--- src/rtl/rvdec_pkg.sv ---
// ----------------------------------------------------------------------------
// rvdec_pkg
// Shared types and encodings for the RV32I instruction decoder.
// ----------------------------------------------------------------------------
package rvdec_pkg;

  localparam int unsigned WordW = 32;
  localparam int unsigned KindW = 6;
  localparam int unsigned FmtW  = 3;
  localparam int unsigned RegW  = 5;
  localparam int unsigned F3W   = 3;
  localparam int unsigned F7W   = 7;
  localparam int unsigned OpcW  = 7;

  typedef enum logic [OpcW-1:0] {
    OPC_LOAD   = 7'b0000011,
    OPC_IMM    = 7'b0010011,
    OPC_AUIPC  = 7'b0010111,
    OPC_STORE  = 7'b0100011,
    OPC_REG    = 7'b0110011,
    OPC_LUI    = 7'b0110111,
    OPC_BRANCH = 7'b1100011,
    OPC_JALR   = 7'b1100111,
    OPC_JAL    = 7'b1101111,
    OPC_SYSTEM = 7'b1110011
  } opcode_e;

  typedef enum logic [FmtW-1:0] {
    FMT_R   = 3'd0,
    FMT_I   = 3'd1,
    FMT_S   = 3'd2,
    FMT_B   = 3'd3,
    FMT_U   = 3'd4,
    FMT_J   = 3'd5,
    FMT_SYS = 3'd6
  } fmt_e;

  typedef enum logic [KindW-1:0] {
    KIND_NONE  = 6'd0,
    KIND_ADD   = 6'd1,
    KIND_SUB   = 6'd2,
    KIND_XOR   = 6'd3,
    KIND_OR    = 6'd4,
    KIND_AND   = 6'd5,
    KIND_SLL   = 6'd6,
    KIND_SRL   = 6'd7,
    KIND_SRA   = 6'd8,
    KIND_SLT   = 6'd9,
    KIND_SLTU  = 6'd10,
    KIND_LB    = 6'd11,
    KIND_LH    = 6'd12,
    KIND_LW    = 6'd13,
    KIND_LBU   = 6'd14,
    KIND_LHU   = 6'd15,
    KIND_ADDI  = 6'd16,
    KIND_SLLI  = 6'd17,
    KIND_SLTI  = 6'd18,
    KIND_SLTIU = 6'd19,
    KIND_XORI  = 6'd20,
    KIND_SRLI  = 6'd21,
    KIND_SRAI  = 6'd22,
    KIND_ORI   = 6'd23,
    KIND_ANDI  = 6'd24,
    KIND_JALR  = 6'd25,
    KIND_BEQ   = 6'd26,
    KIND_BNE   = 6'd27,
    KIND_BLT   = 6'd28,
    KIND_BGE   = 6'd29,
    KIND_BLTU  = 6'd30,
    KIND_BGEU  = 6'd31,
    KIND_SB    = 6'd32,
    KIND_SH    = 6'd33,
    KIND_SW    = 6'd34,
    KIND_JAL   = 6'd35,
    KIND_LUI   = 6'd36,
    KIND_AUIPC = 6'd37,
    KIND_ECALL = 6'd38
  } kind_e;

  localparam logic [F7W-1:0]   F7_BASE    = 7'b0000000;
  localparam logic [F7W-1:0]   F7_ALT     = 7'b0100000;
  localparam logic [WordW-1:0] ECALL_WORD = 32'h0000_0073;

  typedef struct packed {
    kind_e              kind;
    fmt_e               fmt;
    logic [RegW-1:0]    rd;
    logic [RegW-1:0]    rs1;
    logic [RegW-1:0]    rs2;
    logic [F3W-1:0]     f3;
    logic [WordW-1:0]   imm;
  } dec_t;

endpackage

--- src/rtl/rvdec_decode.sv ---
// ----------------------------------------------------------------------------
// rvdec_decode
// Combinational RV32I decode: instruction class, operand fields, immediate.
// ----------------------------------------------------------------------------
module rvdec_decode
  import rvdec_pkg::*;
(
  input  logic [WordW-1:0] word_i,
  output dec_t             dec_o
);

  logic [OpcW-1:0]  opc;
  logic [RegW-1:0]  rd, rs1, rs2;
  logic [F3W-1:0]   f3;
  logic [F7W-1:0]   f7;
  logic [WordW-1:0] imm_i, imm_s, imm_b, imm_u, imm_j;
  kind_e            kind;
  fmt_e             fmt;
  logic [WordW-1:0] imm;
  logic             use_rd, use_rs1, use_rs2, use_f3;

  assign opc = word_i[6:0];
  assign rd  = word_i[11:7];
  assign f3  = word_i[14:12];
  assign rs1 = word_i[19:15];
  assign rs2 = word_i[24:20];
  assign f7  = word_i[31:25];

  assign imm_i = {{20{word_i[31]}}, word_i[31:20]};
  assign imm_s = {{20{word_i[31]}}, word_i[31:25], word_i[11:7]};
  assign imm_b = {{19{word_i[31]}}, word_i[31], word_i[7], word_i[30:25], word_i[11:8], 1'b0};
  assign imm_u = {word_i[31:12], 12'b0};
  assign imm_j = {{11{word_i[31]}}, word_i[31], word_i[19:12], word_i[20], word_i[30:21],
                  1'b0};

  always_comb begin
    kind    = KIND_NONE;
    fmt     = FMT_R;
    imm     = '0;
    use_rd  = 1'b0;
    use_rs1 = 1'b0;
    use_rs2 = 1'b0;
    use_f3  = 1'b0;
    unique case (opc)
      OPC_REG: begin
        use_rd  = 1'b1;
        use_rs1 = 1'b1;
        use_rs2 = 1'b1;
        use_f3  = 1'b1;
        if (f7 == F7_BASE) begin
          unique case (f3)
            3'd0: kind = KIND_ADD;
            3'd1: kind = KIND_SLL;
            3'd2: kind = KIND_SLT;
            3'd3: kind = KIND_SLTU;
            3'd4: kind = KIND_XOR;
            3'd5: kind = KIND_SRL;
            3'd6: kind = KIND_OR;
            default: kind = KIND_AND;
          endcase
        end else if (f7 == F7_ALT && f3 == 3'd0) begin
          kind = KIND_SUB;
        end else if (f7 == F7_ALT && f3 == 3'd5) begin
          kind = KIND_SRA;
        end
      end
      OPC_LOAD: begin
        fmt     = FMT_I;
        imm     = imm_i;
        use_rd  = 1'b1;
        use_rs1 = 1'b1;
        use_f3  = 1'b1;
        unique case (f3)
          3'd0: kind = KIND_LB;
          3'd1: kind = KIND_LH;
          3'd2: kind = KIND_LW;
          3'd4: kind = KIND_LBU;
          3'd5: kind = KIND_LHU;
          default: kind = KIND_NONE;
        endcase
      end
      OPC_IMM: begin
        fmt     = FMT_I;
        imm     = imm_i;
        use_rd  = 1'b1;
        use_rs1 = 1'b1;
        use_f3  = 1'b1;
        unique case (f3)
          3'd0: kind = KIND_ADDI;
          3'd1: kind = (f7 == F7_BASE) ? KIND_SLLI : KIND_NONE;
          3'd2: kind = KIND_SLTI;
          3'd3: kind = KIND_SLTIU;
          3'd4: kind = KIND_XORI;
          3'd5: kind = (f7 == F7_BASE) ? KIND_SRLI :
                       (f7 == F7_ALT)  ? KIND_SRAI : KIND_NONE;
          3'd6: kind = KIND_ORI;
          default: kind = KIND_ANDI;
        endcase
      end
      OPC_JALR: begin
        fmt     = FMT_I;
        imm     = imm_i;
        use_rd  = 1'b1;
        use_rs1 = 1'b1;
        use_f3  = 1'b1;
        kind    = (f3 == 3'd0) ? KIND_JALR : KIND_NONE;
      end
      OPC_BRANCH: begin
        fmt     = FMT_B;
        imm     = imm_b;
        use_rs1 = 1'b1;
        use_rs2 = 1'b1;
        use_f3  = 1'b1;
        unique case (f3)
          3'd0: kind = KIND_BEQ;
          3'd1: kind = KIND_BNE;
          3'd4: kind = KIND_BLT;
          3'd5: kind = KIND_BGE;
          3'd6: kind = KIND_BLTU;
          3'd7: kind = KIND_BGEU;
          default: kind = KIND_NONE;
        endcase
      end
      OPC_STORE: begin
        fmt     = FMT_S;
        imm     = imm_s;
        use_rs1 = 1'b1;
        use_rs2 = 1'b1;
        use_f3  = 1'b1;
        unique case (f3)
          3'd0: kind = KIND_SB;
          3'd1: kind = KIND_SH;
          3'd2: kind = KIND_SW;
          default: kind = KIND_NONE;
        endcase
      end
      OPC_JAL: begin
        kind   = KIND_JAL;
        fmt    = FMT_J;
        imm    = imm_j;
        use_rd = 1'b1;
      end
      OPC_LUI: begin
        kind   = KIND_LUI;
        fmt    = FMT_U;
        imm    = imm_u;
        use_rd = 1'b1;
      end
      OPC_AUIPC: begin
        kind   = KIND_AUIPC;
        fmt    = FMT_U;
        imm    = imm_u;
        use_rd = 1'b1;
      end
      OPC_SYSTEM: begin
        if (word_i == ECALL_WORD) begin
          kind = KIND_ECALL;
          fmt  = FMT_SYS;
        end
      end
      default: kind = KIND_NONE;
    endcase

    // unrecognized encodings report all-zero fields
    if (kind == KIND_NONE) begin
      fmt     = FMT_R;
      imm     = '0;
      use_rd  = 1'b0;
      use_rs1 = 1'b0;
      use_rs2 = 1'b0;
      use_f3  = 1'b0;
    end
  end

  assign dec_o.kind = kind;
  assign dec_o.fmt  = fmt;
  assign dec_o.rd   = use_rd  ? rd  : '0;
  assign dec_o.rs1  = use_rs1 ? rs1 : '0;
  assign dec_o.rs2  = use_rs2 ? rs2 : '0;
  assign dec_o.f3   = use_f3  ? f3  : '0;
  assign dec_o.imm  = imm;

endmodule

--- src/rtl/rv32i_instruction_decoder_top.sv ---
// ----------------------------------------------------------------------------
// rv32i_instruction_decoder_top
// RV32I instruction decoder with registered input and registered result.
// ----------------------------------------------------------------------------
// One instruction word per request, one request every clock cycle: busy stays
// low, so start may be held high continuously. The word is captured in an input
// register, decoded by a short combinational stage and captured in the result
// register. These two registers set the latency. done_o is high for one cycle
// per request; it is carried by the in_vld_q and done_q registers in step with
// the input and result registers, so the result is taken while done_o is high.
// The decoded fields are valid in that cycle only. The receiver cannot stall;
// results arrive in request order, one per request.
// ----------------------------------------------------------------------------
module rv32i_instruction_decoder_top
  import rvdec_pkg::*;
(
  input  logic                    clk_i,
  input  logic                    rst_ni,
  input  logic                    start,
  output logic                    busy,
  input  logic [WordW-1:0]        instr_word_i,
  output logic                    done_o,
  output logic [KindW-1:0]        instr_kind_o,
  output logic [FmtW-1:0]         format_class_o,
  output logic [RegW-1:0]         dest_reg_o,
  output logic [RegW-1:0]         src_reg_a_o,
  output logic [RegW-1:0]         src_reg_b_o,
  output logic [F3W-1:0]          func_sel_o,
  output logic signed [WordW-1:0] immediate_o
);

  logic             in_vld_q, in_vld_d;
  logic [WordW-1:0] word_q;
  logic             done_q;
  dec_t             dec;
  dec_t             res_q;

  assign busy     = 1'b0;
  assign in_vld_d = start && !busy;

  always_ff @(posedge clk_i or negedge rst_ni) begin
    if (!rst_ni) begin
      in_vld_q <= 1'b0;
      done_q   <= 1'b0;
    end else begin
      in_vld_q <= in_vld_d;
      done_q   <= in_vld_q;
    end
  end

  always_ff @(posedge clk_i) begin
    if (in_vld_d) begin
      word_q <= instr_word_i;
    end
    if (in_vld_q) begin
      res_q <= dec;
    end
  end

  rvdec_decode u_decode (
    .word_i (word_q),
    .dec_o  (dec)
  );

  assign done_o         = done_q;
  assign instr_kind_o   = res_q.kind;
  assign format_class_o = res_q.fmt;
  assign dest_reg_o     = res_q.rd;
  assign src_reg_a_o    = res_q.rs1;
  assign src_reg_b_o    = res_q.rs2;
  assign func_sel_o     = res_q.f3;
  assign immediate_o    = $signed(res_q.imm);

  a_req_gives_result: assert property (@(posedge clk_i) disable iff (!rst_ni)
    (start && !busy) |=> ##1 done_o)
    else $error("request produced no result");

  a_no_spurious_result: assert property (@(posedge clk_i) disable iff (!rst_ni)
    !(start && !busy) |=> ##1 !done_o)
    else $error("result without request");

  a_unknown_zero: assert property (@(posedge clk_i) disable iff (!rst_ni)
    (done_o && instr_kind_o == KIND_NONE) |->
      (format_class_o == FMT_R && immediate_o == '0 && dest_reg_o == '0 &&
       src_reg_a_o == '0 && src_reg_b_o == '0 && func_sel_o == '0))
    else $error("unrecognized instruction with nonzero fields");

  a_branch_imm_even: assert property (@(posedge clk_i) disable iff (!rst_ni)
    (done_o && (format_class_o == FMT_B || format_class_o == FMT_J)) |->
      (immediate_o[0] == 1'b0 && dest_reg_o == '0) || format_class_o == FMT_J)
    else $error("branch/jump immediate or branch rd malformed");

endmodule
--- config.mk ---
export PLATFORM = sky130hd
export DESIGN_NAME = rv32i_instruction_decoder_top
export DESIGN_NICKNAME = d
export VERILOG_FILES = /design/src/rtl/rvdec_pkg.sv /design/src/rtl/rvdec_decode.sv /design/src/rtl/rv32i_instruction_decoder_top.sv
export SDC_FILE = /design/constraint.sdc
export NUM_CORES = 1
export LEC_CHECK = 0
export BUFFER_PORTS_ARGS = -buffer_cell sky130_fd_sc_hd__buf_2
export CAP_MARGIN = 10
export CORE_MARGIN = 2
export CORE_UTILIZATION = 40
export CTS_BUF_LIST = sky130_fd_sc_hd__clkbuf_8 sky130_fd_sc_hd__clkbuf_16
export DETAILED_ROUTE_END_ITERATION = 7
export SLEW_MARGIN = 30
export SYNTH_ARGS = -nofsm -noshare
export SYNTH_HDL_FRONTEND = slang
export SYNTH_HIERARCHICAL = 1
export SYNTH_SLANG_ARGS = --single-unit
--- constraint.sdc ---
create_clock -name clk_i -period 2.9 [get_ports clk_i]
set_input_delay 0 -clock clk_i [delete_from_list [all_inputs] [get_ports clk_i]]
set_output_delay 0 -clock clk_i [all_outputs]
set_load 0.01 [all_outputs]
==> impl_results.rst <==
.. list-table::
   :header-rows: 1

   * - Metric
     - Value
   * - Run status
     - complete, no violations
   * - Initial Utilization
     - 41.24%
   * - Count of routing violations after the opening detailed-route iteration
     - 237
   * - GRT Util Overall
     - 18.79%
   * - Area fraction in and, or, nand and nor cells after synthesis
     - 12.49%
   * - Met1 layer wirelength in the final routing
     - 4.578 mm
   * - Multiplexer share of the synthesized area
     - 0.2341%
   * - Placed wire-length estimate after detailed placement
     - 7.386 mm
   * - Source of the critical timing path
     - word_q[25]
   * - Synth Register Bits
     - 93
   * - Critical register-to-register path startpoint
     - word_q[25]
   * - Syn_nets
     - 379
   * - Maximum frequency from static timing analysis
     - 374.6 MHz
   * - Total area of sequential cells
     - 2784 µm²
   * - Dominant combinational cell family by area after synthesis
     - compound AO/OA/AOI/OAI gates
   * - End point of the critical path
     - dest_reg_o[0]
   * - Routed Wire Length
     - 10.53 mm
   * - Antenna Cells
     - 0
   * - Global route overflow
     - 0
   * - Number of endpoints with negative hold slack in the final report
     - 0
   * - Area of the die
     - 11530 µm²
   * - Async SR Flop Fraction
     - 2.151%
   * - Portion of the post-synthesis area used by sequential elements
     - 65.07%
   * - Via count of the first global-routing pass
     - 3173
   * - Share of synthesized cell area in full adder, half adder and majority cells
     - 0%
   * - Multi-input logic area
     - 1264 µm²
   * - Synth Cell Area
     - 4277 µm²
   * - Commonest non-fill, non-tap cell in the layout
     - buf_2
   * - Setup repair after global routing missed its margin
     - no
   * - Router iterations before antenna repair
     - 5
   * - CTS tree
     - yes
   * - Maximum clock insertion buffer count
     - 2
   * - Final estimated routing congestion in global placement
     - 0.9242
   * - Detail Route met2 WL
     - 5.128 mm
   * - Critical Path RT
     - 3.08 ns
   * - Worst-case clock skew
     - 0.01286 ns
   * - Height of the chip
     - 107.4 µm
   * - IR Drop Worst-Case VDD
     - 0.2829 mV
   * - First-pass GRT wire length
     - 16.44 mm
   * - Number of maximum-capacitance constraint violations
     - 0
   * - Worst-Skew Late Latency
     - 0.36 ns
   * - Root cell of the clock tree
     - clkbuf_8
   * - Pleak
     - 0.001976 µW
   * - Number of antenna violations at the first check in global routing
     - 0
   * - Max Used Layer
     - met4
   * - Register-to-register setup slack
     - 0.23 ns
   * - Floorplan Core Area
     - 10370 µm²
   * - Count of synthesis-stage warnings from yosys
     - 6
   * - Period minus WS final
     - 2.669 ns
   * - Element type at the critical path start
     - flip-flop
   * - Most frequent cells in the layout
     - buf_2 (94), edfxtp_1 (91), a31oi_1 (55)
   * - FF-to-FF path depth
     - 7
   * - Pin count of the biggest net entering global routing
     - 54
   * - Crit Path Max Fanout
     - 20
   * - Met3 routed wirelength
     - 648 µm
   * - Transition time at the pin with the least slew margin
     - 0.8071 ns
   * - Deepest level of the CTS H-tree
     - 3
   * - IO Port Bufs
     - 94
   * - Fraction of final layout cells sized beyond drive strength 1
     - 29.77%
   * - Pins over their slew limit
     - 0
   * - Number of primary I/O pins
     - 96
   * - Number of vias in the routed layout
     - 3344
   * - Final ANT Viol Nets
     - 0
   * - Share of the clock period used by the worst path
     - 92.05%
   * - Clk slew on worst S/H paths
     - 0.09 ns
   * - Placement-stage worst setup slack
     - 0.2886 ns
   * - Most used DFF post-synth
     - edfxtp_1
   * - Placement row count
     - 37
   * - Setup total negative slack
     - 0 ns
   * - P per Cell Area
     - 507.0 nW/µm²
   * - Number of distinct library cells after synthesis
     - 46
   * - Post-synthesis cell count
     - 344
   * - Vias per cell
     - 5.455
   * - Clock net sink count
     - 93
   * - Hold_sp
     - start
   * - EDFF count, synth
     - 91
   * - Routed len/inst
     - 17.17 µm
   * - Endpoint of the lowest-slack register-to-register path
     - dest_reg_o[0]
   * - Hold Path Class
     - in -> reg
   * - Fraction of the mapped netlist area in compound gates
     - 16.35%
   * - Hold_ws
     - 0.1629 ns
   * - Xor and xnor area share after synthesis
     - 0%
   * - Mean instance size in the synthesized netlist
     - 12.43 µm²
   * - Final Core Density
     - 52.30%
   * - Synth-to-Final Area Change
     - 26.83%
   * - Filler cell count in the final layout
     - 931
   * - Nets
     - 507
   * - Setup violations, final
     - 0
   * - TritonCTS buffer count
     - 9
   * - Signal arrival time at the worst endpoint
     - 2.85 ns
   * - Horizontal die dimension
     - 107.4 µm
   * - Post-layout worst setup margin
     - 0.2307 ns
   * - Kind of capture point of the worst setup path
     - flip-flop
   * - Relative slew slack
     - 46.20%
   * - DRC violation count after routing
     - 0
   * - Category of the critical setup timing path
     - reg -> reg
==> metal layers <==
metal / vias to the layer above / global-route usage (%)
li1: 1594 / -
met1: 1598 / 24.29
met2: 136 / 31.69
met3: 16 / 4.298
met4: 0 / 5.495
met5: - / 0
==> timing repair <==
item                      CTS  global route
buffers inserted            0             0
hold buffers               34             0
gates resized for setup     0             0
hold endpoints to repair   34             0
==> sequential cells by signal (all words and copies together) (netlist names) <==
signal and flops:
in_vld_q 1, instr_kind_o 6, word_q 32, immediate_o 32, src_reg_b_o 5, done_o 1
func_sel_o 3, format_class_o 3, src_reg_a_o 5, dest_reg_o 5
==> metrics by stage <==
step / area [µm²] / total power, µW / cells
2_1_floorplan: 4277 / 1835 / 344
3_3_place_gp: 4906 / 1966 / 563
3_5_place_dp: 4906 / 1968 / 563
4_1_cts: 5424 / 2767 / 613
5_1_grt: 5424 / 2856 / 613
6_report: 5424 / 2750 / 613
==> worst max-delay path, stage by stage, from the launching register on <==
cell and delay (ns):
edfxtp_1 0.42, or4_4 0.59, or4_4 0.52, a21boi_1 0.13, o21ai_0 0.09, and3_2 0.27, buf_4 0.21, a31oi_1 0.23
==> worst min-delay path by stage <==
stage	end	slack, ns	cells after the start
finish	in_vld_q	0.16	1
global route	in_vld_q	0.18	1
CTS	in_vld_q	0.17	1
detailed placement	done_o	-0.21	1
global placement	done_o	-0.22	1
floorplan	done_o	-0.30	0
==> layout make-up <==
type / count / area share (%)
multi-input combinational: 215 / 23.30
tap: 136 / 3.137
timing repair buffer: 151 / 18.82
clock inverter: 6 / 0.7382
sequential: 93 / 51.33
inverter: 2 / 0.1384
clock buffer: 10 / 2.537
==> cells in the mapped netlist (all sizes together) (3+ instances only) <==
library cell | n | area share [%]
a211o | 3 | 0.64
a21oi | 32 | 3.7
a22oi | 5 | 0.88
a31oi | 55 | 8.0
buf | 21 | 4.4
clkbuf | 13 | 1.1
edfxtp | 91 | 64
nand2 | 34 | 3.0
nand2b | 7 | 1.0
nand3 | 5 | 0.59
nor2 | 12 | 1.1
nor2b | 3 | 0.44
nor3 | 8 | 1.2
nor4 | 6 | 0.88
o21a | 3 | 0.53
o21ai | 8 | 0.94
o22ai | 3 | 0.44
or2 | 3 | 0.44
==> cell families (layout without fill, tap and decap cells) <==
kind of cell | count (synthesis) | after routing
AO/OA/AOI/OAI | 115 | 115
multiplexers | 1 | 1
buffers and inverters | 36 | 169
flip-flops | 93 | 93
AND/OR/NAND/NOR | 98 | 98
other | 1 | 1
==> where the power goes <==
part           switching [µW]  internal, µW  leakage [µW]
registers                74.2          1570      0.000896
clock network             441           335     0.0000978
logic                     184           148      0.000982
total                     699          2050       0.00198
(Power assumes the default switching activity.)
